`src/design/maze_grid_query_engine_top_assert.svh`:
```
// Assertion macros for the maze grid query engine.
// Included by the top level; relies on clk and rst_n in scope.
`ifndef MAZE_GRID_QUERY_ENGINE_TOP_ASSERT_SVH
`define MAZE_GRID_QUERY_ENGINE_TOP_ASSERT_SVH
// Implication checked at every clock edge outside reset.
`define MGQ_ASSERT_IMPL(label, pre, post) \
  label: assert property (@(posedge clk) disable iff (!rst_n) (pre) |-> (post)) \
    else $error("mgq check failed");
// Implication checked in the cycle after the condition.
`define MGQ_ASSERT_NEXT(label, pre, post) \
  label: assert property (@(posedge clk) disable iff (!rst_n) (pre) |=> (post)) \
    else $error("mgq check failed");
`endif

```
`src/design/mgq_pkg.sv`:
```
// Package for the maze grid query engine: widths, codes and helper types.
// No dependencies.
package mgq_pkg;
  localparam int MaxRows  = 64;
  localparam int MaxCols  = 64;
  localparam int CellBits = 16;
  localparam int RowW     = $clog2(MaxRows);
  localparam int ColW     = $clog2(MaxCols);
  localparam int AddrW    = RowW + ColW;
  localparam int NumCells = MaxRows * MaxCols;
  localparam int CfgW     = 7;
  localparam int QDepth   = 2;

  typedef enum logic [2:0] {
    FN_WRITE = 3'd0, FN_TYPE = 3'd1, FN_WHITE = 3'd2, FN_GREY = 3'd3,
    FN_BLACK = 3'd4, FN_BREAK = 3'd5, FN_ROOM = 3'd6, FN_NOP = 3'd7
  } func_t;

  localparam logic [1:0] ST_OK  = 2'd0;
  localparam logic [1:0] ST_OFF = 2'd1;
  localparam logic [1:0] ST_NOT_GREY = 2'd2;

  localparam logic CFG_ROWS = 1'b0;
  localparam logic CFG_COLS = 1'b1;

  // Classified command word passed from front end to back end.
  typedef struct packed {
    func_t             func;
    logic              off;
    logic [RowW-1:0]   row;
    logic [ColW-1:0]   col;
    logic [RowW-1:0]   trow;
    logic [ColW-1:0]   tcol;
    logic [15:0]       value;
  } cmd_t;

  typedef struct packed {
    logic [1:0]  status;
    logic [15:0] answer;
  } res_t;
endpackage

```
`src/design/mgq_if.sv`:
```
// Valid/ready channel interfaces for the maze grid query engine.
// Depends on mgq_pkg.
interface mgq_in_if (input logic clk);
  import mgq_pkg::*;
  logic        valid;
  logic        ready;
  logic [2:0]  func;
  logic [5:0]  row;
  logic [5:0]  column;
  logic [5:0]  target_row;
  logic [5:0]  target_column;
  logic signed [15:0] cell_value;
  modport source (output valid, func, row, column, target_row, target_column, cell_value,
                  input ready);
  modport sink (input valid, func, row, column, target_row, target_column, cell_value,
                output ready);
endinterface


```
`src/design/mgq_front.sv`:
```
// Front end: accepts input words, checks bounds and queues classified commands.
// Depends on mgq_pkg and the channel interfaces.
module mgq_front (
  input  logic              clk,
  input  logic              rst_n,
  mgq_in_if.sink            in_ch,
  input  logic [6:0]        rows_eff,
  input  logic [6:0]        cols_eff,
  output logic              q_valid,
  output mgq_pkg::cmd_t     q_cmd,
  input  logic              q_pop,
  output logic              q_empty
);
  import mgq_pkg::*;

  cmd_t          q_mem_r [QDepth];
  logic [1:0]    cnt_r, cnt_nxt;
  logic          wp_r, rp_r;
  cmd_t          cmd_in;
  logic          push;
  logic          off_a, off_b;

  // Classify the incoming word.
  always_comb begin
    off_a = ({1'b0, in_ch.row} >= rows_eff) || ({1'b0, in_ch.column} >= cols_eff);
    off_b = ({1'b0, in_ch.target_row} >= rows_eff) ||
            ({1'b0, in_ch.target_column} >= cols_eff);
    cmd_in.func  = func_t'(in_ch.func);
    cmd_in.off   = (in_ch.func != FN_NOP) &&
                   (off_a || (in_ch.func == FN_ROOM && off_b));
    cmd_in.row   = in_ch.row;
    cmd_in.col   = in_ch.column;
    cmd_in.trow  = in_ch.target_row;
    cmd_in.tcol  = in_ch.target_column;
    cmd_in.value = in_ch.cell_value;
  end

  assign in_ch.ready = (cnt_r != 2'(QDepth));
  assign push    = in_ch.valid && in_ch.ready;
  assign q_valid = (cnt_r != 2'd0);
  assign q_empty = (cnt_r == 2'd0);
  assign q_cmd   = q_mem_r[rp_r];

  // Queue storage.
  always_ff @(posedge clk) begin
    if (push) q_mem_r[wp_r] <= cmd_in;
  end

  // Queue pointers and fill count.
  always_comb begin
    cnt_nxt = cnt_r + 2'(push) - 2'(q_pop);
  end

  always_ff @(posedge clk) begin
    if (!rst_n) begin
      cnt_r <= '0;
      wp_r  <= 1'b0;
      rp_r  <= 1'b0;
    end else begin
      cnt_r <= cnt_nxt;
      if (push)  wp_r <= ~wp_r;
      if (q_pop) rp_r <= ~rp_r;
    end
  end
endmodule

```
`src/flat_wrapper.sv`:
```
// flat-port wrapper written by rule: the top's interface ports become plain ports
module mgq_front_flat import mgq_pkg::*;
  (clk, rst_n, rows_eff, cols_eff, q_valid, q_cmd, q_pop, q_empty, in_ch_valid, in_ch_func, in_ch_row, in_ch_column, in_ch_target_row, in_ch_target_column, in_ch_cell_value, in_ch_ready);
  mgq_in_if in_ch_i (.clk(clk));
  input  logic clk;
  input  logic rst_n;
  input  logic [6:0] rows_eff;
  input  logic [6:0] cols_eff;
  output logic q_valid;
  output mgq_pkg::cmd_t q_cmd;
  input  logic q_pop;
  output logic q_empty;
  input wire logic [$bits(in_ch_i.valid)-1:0] in_ch_valid;
  input wire logic [$bits(in_ch_i.func)-1:0] in_ch_func;
  input wire logic [$bits(in_ch_i.row)-1:0] in_ch_row;
  input wire logic [$bits(in_ch_i.column)-1:0] in_ch_column;
  input wire logic [$bits(in_ch_i.target_row)-1:0] in_ch_target_row;
  input wire logic [$bits(in_ch_i.target_column)-1:0] in_ch_target_column;
  input wire logic [$bits(in_ch_i.cell_value)-1:0] in_ch_cell_value;
  output wire logic [$bits(in_ch_i.ready)-1:0] in_ch_ready;
  assign in_ch_i.valid = in_ch_valid;
  assign in_ch_i.func = in_ch_func;
  assign in_ch_i.row = in_ch_row;
  assign in_ch_i.column = in_ch_column;
  assign in_ch_i.target_row = in_ch_target_row;
  assign in_ch_i.target_column = in_ch_target_column;
  assign in_ch_i.cell_value = in_ch_cell_value;
  assign in_ch_ready = in_ch_i.ready;
  mgq_front u_core (.clk(clk), .rst_n(rst_n), .in_ch(in_ch_i), .rows_eff(rows_eff), .cols_eff(cols_eff), .q_valid(q_valid), .q_cmd(q_cmd), .q_pop(q_pop), .q_empty(q_empty));
endmodule
```
`config.mk`:
```
export PLATFORM = sky130hd
export DESIGN_NAME = mgq_front_flat
export DESIGN_NICKNAME = d
export VERILOG_FILES = /design/src/design/maze_grid_query_engine_top_assert.svh /design/src/design/mgq_pkg.sv /design/src/design/mgq_if.sv /design/src/design/mgq_front.sv /design/src/flat_wrapper.sv
export SDC_FILE = /design/constraint.sdc
export NUM_CORES = 1
export LEC_CHECK = 0
export ABC_AREA = 0
export BUFFER_PORTS_ARGS = -buffer_cell sky130_fd_sc_hd__buf_2
export CAP_MARGIN = 20
export CELL_PAD_IN_SITES_DETAIL_PLACEMENT = 1
export CELL_PAD_IN_SITES_GLOBAL_PLACEMENT = 1
export CORE_MARGIN = 2
export CORE_UTILIZATION = 25
export CTS_BUF_LIST = sky130_fd_sc_hd__clkbuf_2
export CTS_CLUSTER_SIZE = 40
export DETAILED_ROUTE_END_ITERATION = 6
export PLACE_DENSITY = 0.59
export SLEW_MARGIN = 0
export SYNTH_ARGS = -nofsm -noshare
export SYNTH_HDL_FRONTEND = slang
export SYNTH_SLANG_ARGS = --single-unit
```
`constraint.sdc`:
```
create_clock -name clk -period 3.5 [get_ports clk]
set_input_delay 0.7 -clock clk [delete_from_list [all_inputs] [get_ports clk]]
set_output_delay 0.7 -clock clk [all_outputs]
set_load 0.03 [all_outputs]
```
==> results.rst <==
.. list-table::
   :header-rows: 1

   * - Metric
     - Value
   * - Async S/R FF share, synth
     - 0
   * - Post-CTS clock slew at the launch and capture registers of the worst setup and hold paths
     - 0.24 ns
   * - Arrival time of data at the critical path endpoint
     - 2.17 ns
   * - Width of the chip
     - 130.0 um
   * - Syn Std Cell Area
     - 3968 um2
   * - Cell area power density
     - 558.7 nW/um2
   * - Final non-filler cell area
     - 4902 um2
   * - Global placer's final weighted congestion
     - 0.6959
   * - Core box area
     - 15710 um2
   * - Initial Utilization
     - 0.2525
   * - Largest fanout of any net on the critical path
     - 37
   * - Post-synthesis sequential area ratio
     - 0.6913
   * - Slew HR
     - 0.5131
   * - Result of the run
     - finished, final reports clean
   * - Ratio of routed vias to standard cells
     - 4.042
   * - Sum of internal, switching and leakage power
     - 2739 uW
   * - Final-stage net count
     - 437
   * - Number of cells produced by synthesis
     - 234
   * - Layer with the highest usage after global routing
     - met2
   * - Slowest library cell on the worst path
     - dfxtp_2
   * - Commonest register cell after synthesis
     - edfxtp_1
   * - Hold Crit Class
     - primary input to flop
   * - Peak Freq
     - 348.9 MHz
   * - Crit path buffers/inverters
     - 2
   * - Worst-case clock skew
     - 0.01870 ns
   * - Total placed cells including tap cells
     - 555
   * - Most frequent cell after synthesis
     - edfxtp_1
   * - Global routing usage on met2
     - 0.1814
   * - Global-route total usage across every layer
     - 0.1085
   * - Number of placement rows
     - 46
   * - Capturing element type of the critical path
     - output port
   * - Worst-Margin Slew
     - 0.7286 ns
   * - Library cells used by synthesis
     - 30
   * - Flip-flop and latch count after synthesis
     - 93
   * - Share of Yosys cell area claimed by the top area cell type
     - 0.6660
   * - Total count of max-transition violations in the final report
     - 0
   * - Largest stage delay on the critical path
     - 0.50 ns
   * - Non-filler instance count after layout
     - 572
   * - Share of total power in the clock network
     - 0.190
   * - Start-to-end type of the worst setup path
     - flop to output port
   * - Power share of the combinational group
     - 0.281
   * - TNS Setup
     - 0 ns
   * - Final number of setup-violating endpoints
     - 0
   * - H-tree lvl count
     - 3
   * - Global route total overflow
     - 0
   * - Inserted Clock Buffers
     - 9
   * - Vias in the first global route
     - 2577
   * - Count of port buffers added during placement
     - 107
   * - Buffer count from post-CTS setup fixing
     - 0
   * - Clock insertion delay at the later pin of the skew report
     - 0.59 ns
   * - Number of ports placed on the die boundary
     - 108
   * - Internal Pwr Total
     - 1838 uW
   * - Total Wirelength
     - 8794 um
   * - Filler cells
     - 1699
   * - Synth Area per Inst
     - 16.96 um2
   * - Fraction of power consumed by sequential logic
     - 0.529
   * - Met1 track demand over resource
     - 0.1257
   * - First-pass GRT wire length
     - 13350 um
   * - Area of the die
     - 16890 um2
   * - Hold Fails Final Rpt
     - 0
   * - HPWL after detailed placement
     - 6371 um
   * - Synthesized netlist net count
     - 321
   * - Number of instances resized during post-cts repair
     - 0
   * - EDFF count, synth
     - 88
   * - Family with the most delay on the worst path
     - buffers and inverters
   * - First-pass detailed-route iteration total
     - 4
   * - Post-route clock period utilization
     - 0.8189
   * - Layout Area Growth over Synthesis
     - 23.56%
   * - Final worst path period need
     - 2.866 ns
   * - Reported leakage power
     - 0.001952 uW
   * - NetSw
     - 901.1 uW
   * - Remaining number of nets flagged by the antenna check after routing
     - 0
   * - Number of sinks handled by clock tree synthesis
     - 93
   * - DRC Markers
     - 0
   * - Series of cell instances along the critical path
     - buf_4 -> mux2_2 -> buf_2
   * - Post-CTS Hold Fix Bufs
     - 0
   * - Worst vdd rail ir drop
     - 172.1 uV
   * - Library cell used as clock root buffer
     - clkbuf_2
   * - Startpoint class of the critical path
     - flop
   * - Post-synth top cells
     - 88 x edfxtp_1, 44 x mux2_2, 26 x ha_1, 18 x inv_1, 6 x a21oi_1
   * - Number of warnings reported in the yosys synthesis log
     - 0
   * - Setup repair after global routing missed its margin
     - false
   * - CTS tree
     - done
   * - Die height
     - 130.0 um
   * - Post-detailed-route wirelength per cell
     - 15.37 um
   * - Area contributors post-synth
     - edfxtp_1 67%, mux2_2 12%, ha_1 8.2%
   * - Switching share of total power
     - 0.3290
   * - Initial DRC count
     - 63
   * - Pin count of the biggest net entering global routing
     - 38
   * - Fraction of final layout cells sized beyond drive strength 1
     - 0.4958
   * - Number of antenna violations at the first check in global routing
     - 2
   * - Number of max-cap violations
     - 0
   * - Via total after detailed routing
     - 2312
   * - Critical path required time
     - 2.80 ns
   * - Hold WS
     - 0.2802 ns
   * - Number of buffers on the longest clock path
     - 2
   * - GR Util met3
     - 0.03813
   * - Area post-placement
     - 4793 um2
   * - Cell type contributing the most total cell area after synthesis
     - edfxtp_1
[sequential cells by signal, indices dropped and copies added, names as in the netlist, named ones only]
| register | flops |
|---|---|
| u_core.q_mem_r | 88 |
| u_core.wp_r | 1 |
| u_core.cnt_r | 2 |
| u_core.rp_r | 1 |
[cell families after synthesis]
| group | Yosys count | share of synthesized area |
|---|---|---|
| AOI/OAI and AO/OA | 19 | 0.03311 |
| xor gates and xnor gates | 3 | 0.006624 |
| adders and majority gates | 26 | 0.08199 |
| buffers and inverters | 23 | 0.02333 |
| DFF | 93 | 0.6913 |
| muxes | 44 | 0.1249 |
| and+or+nand+nor | 26 | 0.03879 |
[layout by cell type (no fill, tap or decap), types with 2 or more instances in the layout]
cell and instances:
nand4b_1 3, nor2_1 4, buf_4 2, xnor2_1 2
nand2b_1 2, buf_2 107, mux2_2 44, clkinv_2 2
edfxtp_1 88, o22ai_1 2, clkbuf_2 11, dfxtp_1 4
inv_1 18, a21o_1 3, a21oi_1 6, nand2_1 3
ha_1 26, nor3_1 3, and2_1 5
[cell type report]
| cell class | instances | area [um2] | area share |
|---|---|---|---|
| Timing Repair Buffer | 110 | 570.5 | 0.1164 |
| Tap cell | 216 | 270.3 | 0.05513 |
| Clock buffer | 11 | 55.05 | 0.01123 |
| Antenna cell | 1 | 2.502 | 0.0005105 |
| Sequential cell | 93 | 2744 | 0.5597 |
| Multi-Input combinational cell | 118 | 1141 | 0.2328 |
| Inverter | 18 | 67.56 | 0.01378 |
| Clock inverter | 5 | 51.30 | 0.01046 |
[worst paths after layout]
path,from,endpoint,slack (ns),depth (start not counted)
min reg2reg,u_core.rp_r,flop,0.61,2
min,in_ch_cell_value[0],u_core.q_mem_r[1][0],0.28,1
max,flop,q_cmd[28],0.63,3
max reg2reg,u_core.cnt_r[0],u_core.q_mem_r[1][25],1.65,4
[layer usage]
metal | wire [um] | share of wire
met4 | 178 | 0.020
met2 | 4353 | 0.49
met1 | 3773 | 0.43
met3 | 488 | 0.055
met5 | 0 | 0
[per-stage QoR]
stage          utilization  setup slack, ns
3_5_place_dp        0.3051            1.163
4_1_cts             0.3118           0.4669
2_1_floorplan            -           0.3950
3_3_place_gp        0.3051            1.176
6_report            0.3120           0.6338
5_1_grt             0.3120           0.3985
[power by group through the flow]
stage                     Sequential [uW]  Combinational (uW)  Clock, uW
after floorplan                      1460                 535          0
final                                1450                 770        520
after global routing                 1470                 839        596
after global placement               1470                 780          0
after CTS                            1450                 794        560
after detailed placement             1480                 790          0
(Power assumes the default switching activity.)
